## src/erhc_pkg.sv

```systemverilog
// ----------------------------------------------------------------------------
// erhc_pkg: shared types and constants of the error record header checker
// Beat layouts, verdict codes, sequencer phases and record geometry.
// ----------------------------------------------------------------------------
package erhc_pkg;

  // Record geometry in bytes
  localparam int unsigned HEADER_BYTES     = 128;
  localparam int unsigned DESCRIPTOR_BYTES = 72;

  localparam int unsigned SEC_W = 16;
  localparam int unsigned WORD_W = 32;

  // Largest end of the descriptor table, and the bits it needs
  localparam longint unsigned TABLE_END_MAX =
    longint'(HEADER_BYTES) + longint'(DESCRIPTOR_BYTES) * ((longint'(1) << SEC_W) - 1);
  localparam int unsigned TABLE_W = $clog2(TABLE_END_MAX + 1);

  localparam logic [WORD_W-1:0] SIGNATURE_RESET = 32'h5245_5043;

  // Register indexes of the configuration port
  localparam logic REG_EXPECTED_SIG = 1'b0;

  typedef enum logic {
    OP_HEADER     = 1'b0,
    OP_DESCRIPTOR = 1'b1
  } op_e;

  typedef enum logic [1:0] {
    PHASE_WAIT     = 2'd0,
    PHASE_SECTIONS = 2'd1
  } phase_e;

  typedef enum logic [3:0] {
    ERR_OK         = 4'd0,
    ERR_SHORT      = 4'd1,
    ERR_SIGNATURE  = 4'd2,
    ERR_LENGTH     = 4'd3,
    ERR_NO_ROOM    = 4'd4,
    ERR_GAP        = 4'd5,
    ERR_EMPTY      = 4'd6,
    ERR_OVERLAP    = 4'd7,
    ERR_OVERFLOW   = 4'd8,
    ERR_PAST_END   = 4'd9,
    ERR_TRAILING   = 4'd10,
    ERR_UNEXPECTED = 4'd11
  } err_e;

  // Input beat, last field in the lowest bits
  typedef struct packed {
    logic [WORD_W-1:0] section_length;
    logic [WORD_W-1:0] section_offset;
    logic [SEC_W-1:0]  section_count;
    logic [WORD_W-1:0] record_length;
    logic [WORD_W-1:0] signature;
    logic [WORD_W-1:0] buffer_size;
  } in_data_t;

  localparam int unsigned IN_DATA_W = $bits(in_data_t);

  typedef struct packed {
    op_e      opcode;
    in_data_t data;
  } in_beat_t;

  typedef struct packed {
    logic             verdict_ready;
    logic             record_valid;
    err_e             error_code;
    logic [SEC_W-1:0] failing_section;
  } result_t;

  localparam int unsigned OUT_DATA_W = 24;

endpackage

```

## src/erhc_cfg.sv

```systemverilog
// ----------------------------------------------------------------------------
// erhc_cfg: configuration register file
// APB-style write/read port holding the expected record signature.
// ----------------------------------------------------------------------------
module erhc_cfg (
  input  logic                       clk_i,
  input  logic                       rst_ni,
  input  logic                       psel,
  input  logic                       penable,
  input  logic                       pwrite,
  input  logic [2:0]                 paddr,
  input  logic [31:0]                pwdata,
  output logic [31:0]                prdata,
  output logic                       pready,
  output logic [erhc_pkg::WORD_W-1:0] expected_sig_o
);
  import erhc_pkg::*;

  logic              wr_en;
  logic              reg_hit;
  logic [WORD_W-1:0] expected_sig_q;
  logic [WORD_W-1:0] expected_sig_d;

  assign pready  = 1'b1;
  assign reg_hit = (paddr[2] == REG_EXPECTED_SIG);
  assign wr_en   = psel && penable && pwrite && pready;

  always_comb begin
    expected_sig_d = expected_sig_q;
    if (wr_en && reg_hit) begin
      expected_sig_d = pwdata;
    end
  end

  always_ff @(posedge clk_i or negedge rst_ni) begin
    if (!rst_ni) begin
      expected_sig_q <= SIGNATURE_RESET;
    end else begin
      expected_sig_q <= expected_sig_d;
    end
  end

  assign prdata         = reg_hit ? expected_sig_q : '0;
  assign expected_sig_o = expected_sig_q;

endmodule

```

## src/erhc_core.sv

```systemverilog
// ----------------------------------------------------------------------------
// erhc_core: record check sequencer
// Running record state and the single-pass header and descriptor checks.
// ----------------------------------------------------------------------------
module erhc_core (
  input  logic                        clk_i,
  input  logic                        rst_ni,
  input  logic                        fire_i,
  input  erhc_pkg::in_beat_t          beat_i,
  input  logic [erhc_pkg::WORD_W-1:0] expected_sig_i,
  output erhc_pkg::result_t           result_o
);
  import erhc_pkg::*;

  phase_e             phase_q, phase_d;
  logic [WORD_W-1:0]  held_size_q, held_size_d;
  logic [WORD_W-1:0]  running_end_q, running_end_d;
  logic [SEC_W-1:0]   sections_left_q, sections_left_d;
  logic [SEC_W-1:0]   section_number_q, section_number_d;

  // Header checks
  logic [TABLE_W-1:0] table_end;
  logic [WORD_W-1:0]  table_end_w;
  logic               h_short, h_sig, h_len, h_room, h_ok, h_trail, h_none;

  // Descriptor checks
  logic [SEC_W-1:0]   sec_n;
  logic [TABLE_W-1:0] own_end;
  logic [WORD_W:0]    sum;
  logic [SEC_W-1:0]   left_next;
  logic               d_gap, d_empty, d_overlap, d_ovf, d_past, d_ok, d_last, d_trail;
  logic               is_hdr;

  assign is_hdr = (beat_i.opcode == OP_HEADER);

  assign table_end   = TABLE_W'(HEADER_BYTES)
                     + TABLE_W'(DESCRIPTOR_BYTES) * TABLE_W'(beat_i.data.section_count);
  assign table_end_w = WORD_W'(table_end);
  assign h_short = beat_i.data.buffer_size < WORD_W'(HEADER_BYTES);
  assign h_sig   = beat_i.data.signature != expected_sig_i;
  assign h_len   = beat_i.data.buffer_size != beat_i.data.record_length;
  assign h_room  = beat_i.data.buffer_size < table_end_w;
  assign h_ok    = !h_short && !h_sig && !h_len && !h_room;
  assign h_trail = beat_i.data.buffer_size != table_end_w;
  assign h_none  = (beat_i.data.section_count == '0);

  assign sec_n     = section_number_q + SEC_W'(1);
  assign own_end   = TABLE_W'(HEADER_BYTES) + TABLE_W'(DESCRIPTOR_BYTES) * TABLE_W'(sec_n);
  assign sum       = {1'b0, beat_i.data.section_offset} + {1'b0, beat_i.data.section_length};
  assign d_gap     = beat_i.data.section_offset != running_end_q;
  assign d_empty   = (beat_i.data.section_length == '0);
  assign d_overlap = beat_i.data.section_offset < WORD_W'(own_end);
  assign d_ovf     = sum[WORD_W];
  assign d_past    = sum[WORD_W-1:0] > held_size_q;
  assign d_ok      = !d_gap && !d_empty && !d_overlap && !d_ovf && !d_past;
  assign left_next = sections_left_q - SEC_W'(1);
  assign d_last    = (left_next == '0);
  assign d_trail   = held_size_q != sum[WORD_W-1:0];

  // Verdict for the current beat
  always_comb begin
    result_o = '{verdict_ready: 1'b1, record_valid: 1'b0,
                 error_code: ERR_OK, failing_section: '0};
    if (is_hdr) begin
      if (h_short) begin
        result_o.error_code = ERR_SHORT;
      end else if (h_sig) begin
        result_o.error_code = ERR_SIGNATURE;
      end else if (h_len) begin
        result_o.error_code = ERR_LENGTH;
      end else if (h_room) begin
        result_o.error_code = ERR_NO_ROOM;
      end else if (!h_none) begin
        result_o.verdict_ready = 1'b0;
      end else if (h_trail) begin
        result_o.error_code = ERR_TRAILING;
      end else begin
        result_o.record_valid = 1'b1;
      end
    end else begin
      case (phase_q)
        PHASE_SECTIONS: begin
          result_o.failing_section = sec_n;
          if (d_gap) begin
            result_o.error_code = ERR_GAP;
          end else if (d_empty) begin
            result_o.error_code = ERR_EMPTY;
          end else if (d_overlap) begin
            result_o.error_code = ERR_OVERLAP;
          end else if (d_ovf) begin
            result_o.error_code = ERR_OVERFLOW;
          end else if (d_past) begin
            result_o.error_code = ERR_PAST_END;
          end else begin
            result_o.failing_section = '0;
            if (!d_last) begin
              result_o.verdict_ready = 1'b0;
            end else if (d_trail) begin
              result_o.error_code = ERR_TRAILING;
            end else begin
              result_o.record_valid = 1'b1;
            end
          end
        end
        default: begin
          result_o.error_code = ERR_UNEXPECTED;
        end
      endcase
    end
  end

  // Next state
  always_comb begin
    phase_d          = phase_q;
    held_size_d      = held_size_q;
    running_end_d    = running_end_q;
    sections_left_d  = sections_left_q;
    section_number_d = section_number_q;
    if (fire_i) begin
      if (is_hdr) begin
        held_size_d      = beat_i.data.buffer_size;
        section_number_d = '0;
        sections_left_d  = '0;
        running_end_d    = h_ok ? table_end_w : '0;
        phase_d          = PHASE_WAIT;
        if (h_ok && !h_none) begin
          sections_left_d = beat_i.data.section_count;
          phase_d         = PHASE_SECTIONS;
        end
      end else begin
        case (phase_q)
          PHASE_SECTIONS: begin
            section_number_d = sec_n;
            if (d_ok) begin
              running_end_d   = sum[WORD_W-1:0];
              sections_left_d = left_next;
              if (d_last) begin
                phase_d = PHASE_WAIT;
              end
            end else begin
              phase_d = PHASE_WAIT;
            end
          end
          default: begin
            phase_d = PHASE_WAIT;
          end
        endcase
      end
    end
  end

  always_ff @(posedge clk_i or negedge rst_ni) begin
    if (!rst_ni) begin
      phase_q          <= PHASE_WAIT;
      held_size_q      <= '0;
      running_end_q    <= '0;
      sections_left_q  <= '0;
      section_number_q <= '0;
    end else begin
      phase_q          <= phase_d;
      held_size_q      <= held_size_d;
      running_end_q    <= running_end_d;
      sections_left_q  <= sections_left_d;
      section_number_q <= section_number_d;
    end
  end

  // A passed record must be a final verdict with no error
  a_valid_is_final: assert property (@(posedge clk_i) disable iff (!rst_ni)
    result_o.record_valid |-> (result_o.verdict_ready && result_o.error_code == ERR_OK))
    else $error("record_valid without a clean final verdict");

  // A passing descriptor that is not the last keeps the record open
  a_open_record: assert property (@(posedge clk_i) disable iff (!rst_ni)
    (fire_i && !is_hdr && phase_q == PHASE_SECTIONS && d_ok && !d_last)
      |=> (phase_q == PHASE_SECTIONS))
    else $error("record closed early");

  // A final verdict always returns the sequencer to waiting for a header
  a_final_closes: assert property (@(posedge clk_i) disable iff (!rst_ni)
    (fire_i && result_o.verdict_ready) |=> (phase_q == PHASE_WAIT))
    else $error("final verdict left the record open");

endmodule

```

## src/error_record_header_checker_top.sv

```systemverilog
// ----------------------------------------------------------------------------
// error_record_header_checker_top: platform error record header checker
// Streams a header beat and its section descriptor beats, returns one verdict
// beat per input beat.
// ----------------------------------------------------------------------------
// Send one header beat (tuser low) followed by one descriptor beat per
// announced section (tuser high). Every input beat produces exactly one
// output beat: tlast high marks the final verdict of a record, with
// record_valid set only when every check passed; tlast low is a running
// "so far so good". A header beat arriving mid-record abandons the record in
// progress without a verdict and starts a new one. The block takes one beat
// per clock while the output is not stalled; an accepted beat passes through
// the input register and then the result register before its verdict is
// returned. The only combinational path between the two streams is
// m_axis_tready to s_axis_tready, which lets a full pipeline keep moving while
// the downstream side drains. Write the expected signature only while no beat is in flight.
module error_record_header_checker_top (
  input  logic                            clk_i,
  input  logic                            rst_ni,
  // Input stream
  input  logic                            s_axis_tvalid,
  output logic                            s_axis_tready,
  // tdata from bit 0: buffer_size[31:0], signature[63:32],
  // record_length[95:64], section_count[111:96], section_offset[143:112],
  // section_length[175:144]
  input  logic [erhc_pkg::IN_DATA_W-1:0]  s_axis_tdata,
  // tuser: opcode (0 header, 1 section descriptor)
  input  logic                            s_axis_tuser,
  // Output stream
  output logic                            m_axis_tvalid,
  input  logic                            m_axis_tready,
  // tdata from bit 0: record_valid[0], error_code[4:1],
  // failing_section[20:5], zero[23:21]
  output logic [erhc_pkg::OUT_DATA_W-1:0] m_axis_tdata,
  // tlast: verdict_ready
  output logic                            m_axis_tlast,
  // Configuration port
  input  logic                            psel,
  input  logic                            penable,
  input  logic                            pwrite,
  input  logic [2:0]                      paddr,
  input  logic [31:0]                     pwdata,
  output logic [31:0]                     prdata,
  output logic                            pready
);
  import erhc_pkg::*;

  logic              in_valid_q, in_valid_d;
  in_beat_t          in_beat_q;
  logic              out_valid_q, out_valid_d;
  result_t           out_res_q;
  result_t           core_res;
  logic              advance;
  logic              in_take;
  logic [WORD_W-1:0] expected_sig;

  erhc_cfg u_cfg (
    .clk_i          (clk_i),
    .rst_ni         (rst_ni),
    .psel           (psel),
    .penable        (penable),
    .pwrite         (pwrite),
    .paddr          (paddr),
    .pwdata         (pwdata),
    .prdata         (prdata),
    .pready         (pready),
    .expected_sig_o (expected_sig)
  );

  // Move the held beat into the result register when that slot frees up
  assign advance       = in_valid_q && (!out_valid_q || m_axis_tready);
  assign s_axis_tready = !in_valid_q || advance;
  assign in_take       = s_axis_tvalid && s_axis_tready;

  erhc_core u_core (
    .clk_i          (clk_i),
    .rst_ni         (rst_ni),
    .fire_i         (advance),
    .beat_i         (in_beat_q),
    .expected_sig_i (expected_sig),
    .result_o       (core_res)
  );

  always_comb begin
    in_valid_d = in_valid_q;
    if (in_take) begin
      in_valid_d = 1'b1;
    end else if (advance) begin
      in_valid_d = 1'b0;
    end
  end

  always_comb begin
    out_valid_d = out_valid_q;
    if (advance) begin
      out_valid_d = 1'b1;
    end else if (m_axis_tready) begin
      out_valid_d = 1'b0;
    end
  end

  always_ff @(posedge clk_i or negedge rst_ni) begin
    if (!rst_ni) begin
      in_valid_q  <= 1'b0;
      out_valid_q <= 1'b0;
    end else begin
      in_valid_q  <= in_valid_d;
      out_valid_q <= out_valid_d;
    end
  end

  // Payload registers: load on their beat, hold otherwise
  always_ff @(posedge clk_i) begin
    if (in_take) begin
      in_beat_q <= '{opcode: op_e'(s_axis_tuser), data: in_data_t'(s_axis_tdata)};
    end
    if (advance) begin
      out_res_q <= core_res;
    end
  end

  assign m_axis_tvalid = out_valid_q;
  assign m_axis_tlast  = out_res_q.verdict_ready;
  assign m_axis_tdata  = {3'b000, out_res_q.failing_section,
                          out_res_q.error_code, out_res_q.record_valid};

  // An accepted beat is held in the input register next cycle
  a_take_held: assert property (@(posedge clk_i) disable iff (!rst_ni)
    in_take |=> in_valid_q)
    else $error("accepted beat lost");

  // Moving a beat on always fills the result register
  a_advance_fills: assert property (@(posedge clk_i) disable iff (!rst_ni)
    advance |=> out_valid_q)
    else $error("result dropped");

  // A waiting result is never overwritten while the output is stalled
  a_no_overwrite: assert property (@(posedge clk_i) disable iff (!rst_ni)
    (out_valid_q && !m_axis_tready) |-> !advance)
    else $error("stalled result overwritten");

endmodule
```

## config.mk

```make
export PLATFORM = sky130hd
export DESIGN_NAME = error_record_header_checker_top
export DESIGN_NICKNAME = d
export VERILOG_FILES = /design/src/erhc_pkg.sv /design/src/erhc_cfg.sv /design/src/erhc_core.sv /design/src/error_record_header_checker_top.sv
export SDC_FILE = /design/constraint.sdc
export NUM_CORES = 1
export LEC_CHECK = 0
export BUFFER_PORTS_ARGS = -buffer_cell sky130_fd_sc_hd__buf_2
export CORE_MARGIN = 8
export CORE_UTILIZATION = 54
export CTS_CLUSTER_DIAMETER = 60
export DETAILED_ROUTE_END_ITERATION = 8
export PLACE_DENSITY = 0.87
export SLEW_MARGIN = 15
export SYNTH_ARGS = -nofsm -noshare
export SYNTH_HDL_FRONTEND = slang
export SYNTH_SLANG_ARGS = --single-unit
```

## constraint.sdc

```tcl
create_clock -name clk_i -period 9.4 [get_ports clk_i]
set_clock_uncertainty 0.05 [all_clocks]
set_input_delay 1.88 -clock clk_i [delete_from_list [all_inputs] [get_ports clk_i]]
set_output_delay 1.88 -clock clk_i [all_outputs]
set_load 0.005 [all_outputs]
```

==> results.json <==
{
  "maxSlewHeadroom_pct": 22.74,
  "period_share_pct": 79.15,
  "arrival_ps": 7860,
  "routed_wl_um": 52770,
  "fin_util_pct": 62.89,
  "syn_avg_cell_area_um2": 11.31,
  "whs_ps": 438.6,
  "cts_setup_buffers": 0,
  "netlist_area_um2": 19170,
  "ys_seq_area_share_pct": 48.34,
  "worst_slew_pin_slew_ps": 1159,
  "hold_viol_final": 0,
  "insertion_delay_ps": 560,
  "rsz0062_at_grt": "no",
  "layout_commonest_cell": "buf_2",
  "clkPwrFrac_pct": 33.8,
  "die_x_um": 204.4,
  "final_net_count": 2343,
  "cp_slowest_cell": "o21ai_2",
  "synthArstFlopShare_pct": 39.70,
  "synth_edf_count": 199,
  "cts-root-buf": "clkbuf_16",
  "grt_pass1_wl_um": 82530,
  "numPortBuffers": 272,
  "synth_seq_cells": 330,
  "cpMostUsedCell": "nor2_1",
  "gr-total-overflow": 0,
  "yosys-top-cells-area": "edfxtp_1 31%, dfrtp_1 16%, ha_1 9.6%, xnor2_1 7.0%, mux2_2 3.8%",
  "clk_pin_slew_ps": 50,
  "drive_above_1_share_pct": 23.49,
  "power.internal_mw": 2.992,
  "syn_to_final_growth_pct": 15.82,
  "dp.cells": 2394,
  "final_cells": 2471,
  "final.setup.worst_slack_ps": 1960,
  "core_um2": 35310,
  "tns_ps": 0,
  "power_leakage_nw": 9.246,
  "place_ws_ps": 2015,
  "numCtsBuffers": 39,
  "drc": 0,
  "grt_antenna_before_repair": 6,
  "layout_common_cells": "271 x buf_2, 199 x edfxtp_1, 153 x xnor2_1",
  "swShare_pct": 30.19,
  "end_kind": "flip-flop",
  "power_density_nw_per_um2": 193.0,
  "ys_types": 96,
  "cts.sinks": 330,
  "setup_viol": 0,
  "clock_tree.buffer_depth": 3,
  "ant_nets": 0,
  "critPathMaxStageDelay_ps": 940,
  "vdd_drop_max_mv": 0.1784,
  "routabilityCongestion": 0.9496,
  "slew_violations": 0,
  "rows": 69,
  "cts-htree-levels": 2,
  "p_sw_mw": 1.294,
  "combPwrFrac_pct": 22.8,
  "status": "finished, final reports clean",
  "crit_type": "reg2reg",
  "synth_ff_type": "edfxtp_1",
  "hp-class": "reg2reg",
  "cts_tree": "built",
  "max-cap-violations": 0,
  "fp.dieH_um": 204.4,
  "crit_fanout": 25,
  "pwr-share-seq_pct": 43.3,
  "viasPerCell": 5.894,
  "yosysWarningCount": 0,
  "wl_per_cell_um": 21.35,
  "drt_iter0_markers": 1051,
  "startpoint_type": "flip-flop",
  "syn_inst": 1695,
  "vias": 14560,
  "postCtsHoldBufs": 0,
  "ios": 279,
  "initial_core_util_pct": 54.30,
  "cts_resized": 0,
  "clock.fmax_ghz": 0.1344,
  "grt_max_degree": 74,
  "finalCriticalPeriod_ps": 7440,
  "critPathRequiredTime_ps": 9820,
  "dpl.hpwl_um": 40700,
  "grt_usage_pct": 25.09,
  "netlist.top_cell.by_area": "edfxtp_1",
  "dieArea_um2": 41790,
  "grt_pass1_vias": 15030,
  "synth_top_area_share_pct": 31.17,
  "dr.pass1.iters": 5
}
==> synth_stat cells (10+ instances only) <==
cell type and number:
nor2b_1 49, edfxtp_1 199, and3_1 14, nor3_1 24
dfrtp_1 120, xor2_1 39, a221oi_2 15, a31oi_1 10
xnor2_1 153, a21oi_1 83, dfstp_2 11, buf_2 13
nand3_1 42, nand4_1 48, o21ai_1 16, mux2_2 64
ha_1 147, nor4_1 34, nand2_1 76, o21a_1 16
a211oi_1 13, nand2b_1 12, inv_1 74, a22o_1 12
nor2_1 139, clkbuf_1 22, a21o_1 39, o21ai_0 60
==> area by class of cell <==
type                    count  area [µm²]
repair buffers            284        1454
fillers                  2735       13110
multi-input cells        1245        9384
clock inverters            19       151.4
clock buffers              53        1081
diodes                      5       12.51
flip-flops and latches    330        9268
well taps                 461       576.8
inverters                  74       277.8
==> flip-flops by register name, indices dropped and copies added (netlist names) <==
register,flops
in_beat_q,177
u_core.section_number_q,16
u_core.held_size_q,32
u_cfg.expected_sig_o,32
m_axis_tlast,1
m_axis_tdata,21
m_axis_tvalid,1
in_valid_q,1
u_core.phase_q,1
u_core.sections_left_q,16
u_core.running_end_q,32
==> worst max-delay path: cells and delay by family, from the launching register on <==
kind	cells	cell delay, ps
DFF	1	490
and+or+nand+nor	14	2750
AOI/OAI and AO/OA	8	2200
xor gates and xnor gates	2	810
adders and majority gates	2	640
buffers and inverters	2	390
==> layer usage <==
| metal | vias up | part of all wire, % | GRT usage (%) | wire [µm] |
|---|---|---|---|---|
| met5 | - | 0.038 | 0 | 20 |
| li1 | 6844 | - | - | - |
| met3 | 105 | 8.0 | 6.055 | 4247 |
| met1 | 7040 | 40 | 30.80 | 20870 |
| met4 | 4 | 3.2 | 9.257 | 1666 |
| met2 | 570 | 49 | 42.50 | 25970 |
==> power by group through the flow <==
stage | sequential, mW | combinational (mW) | clock, mW
floorplan | 1.84 | 0.689 | 0
global placement | 1.87 | 0.917 | 0
detailed placement | 1.88 | 0.959 | 0
CTS | 1.85 | 0.972 | 1.48
global route | 1.87 | 1.08 | 1.54
finish | 1.86 | 0.979 | 1.45
==> logic make-up (layout without fill, tap and decap cells) <==
kind of cell,count (synthesis),after routing,synth area share [%]
xor+xnor,193,193,8.856
buf+inv,122,430,2.819
flops,330,330,48.34
fa+ha+maj,150,150,9.907
simple gates,483,483,13.08
other cells,2,9,0.03917
mux,68,68,3.968
compound gates,347,347,12.99
==> worst paths after layout <==
kind | endpoint | start | cells past startpoint | slack, ps
setup reg to reg | u_core.running_end_q[14] | u_core.section_number_q[0] | 28 | 1960
max in group asynchronous | u_cfg.expected_sig_o[15] | rst_ni | 2 | 6460
hold reg to reg | m_axis_tvalid | in_valid_q | 1 | 440
setup / recovery | u_core.running_end_q[14] | u_core.section_number_q[0] | 28 | 1960
hold / removal | m_axis_tvalid | in_valid_q | 1 | 440
min in group asynchronous | u_core.section_number_q[9] | rst_ni | 1 | 1390
==> stage by stage <==
step / area (µm²) / total power [mW]
3_5_place_dp: 20950 / 2.839
2_1_floorplan: 19180 / 2.526
3_3_place_gp: 20950 / 2.789
5_1_grt: 22200 / 4.491
6_report: 22210 / 4.285
4_1_cts: 22190 / 4.303
(Power assumes the default switching activity.)
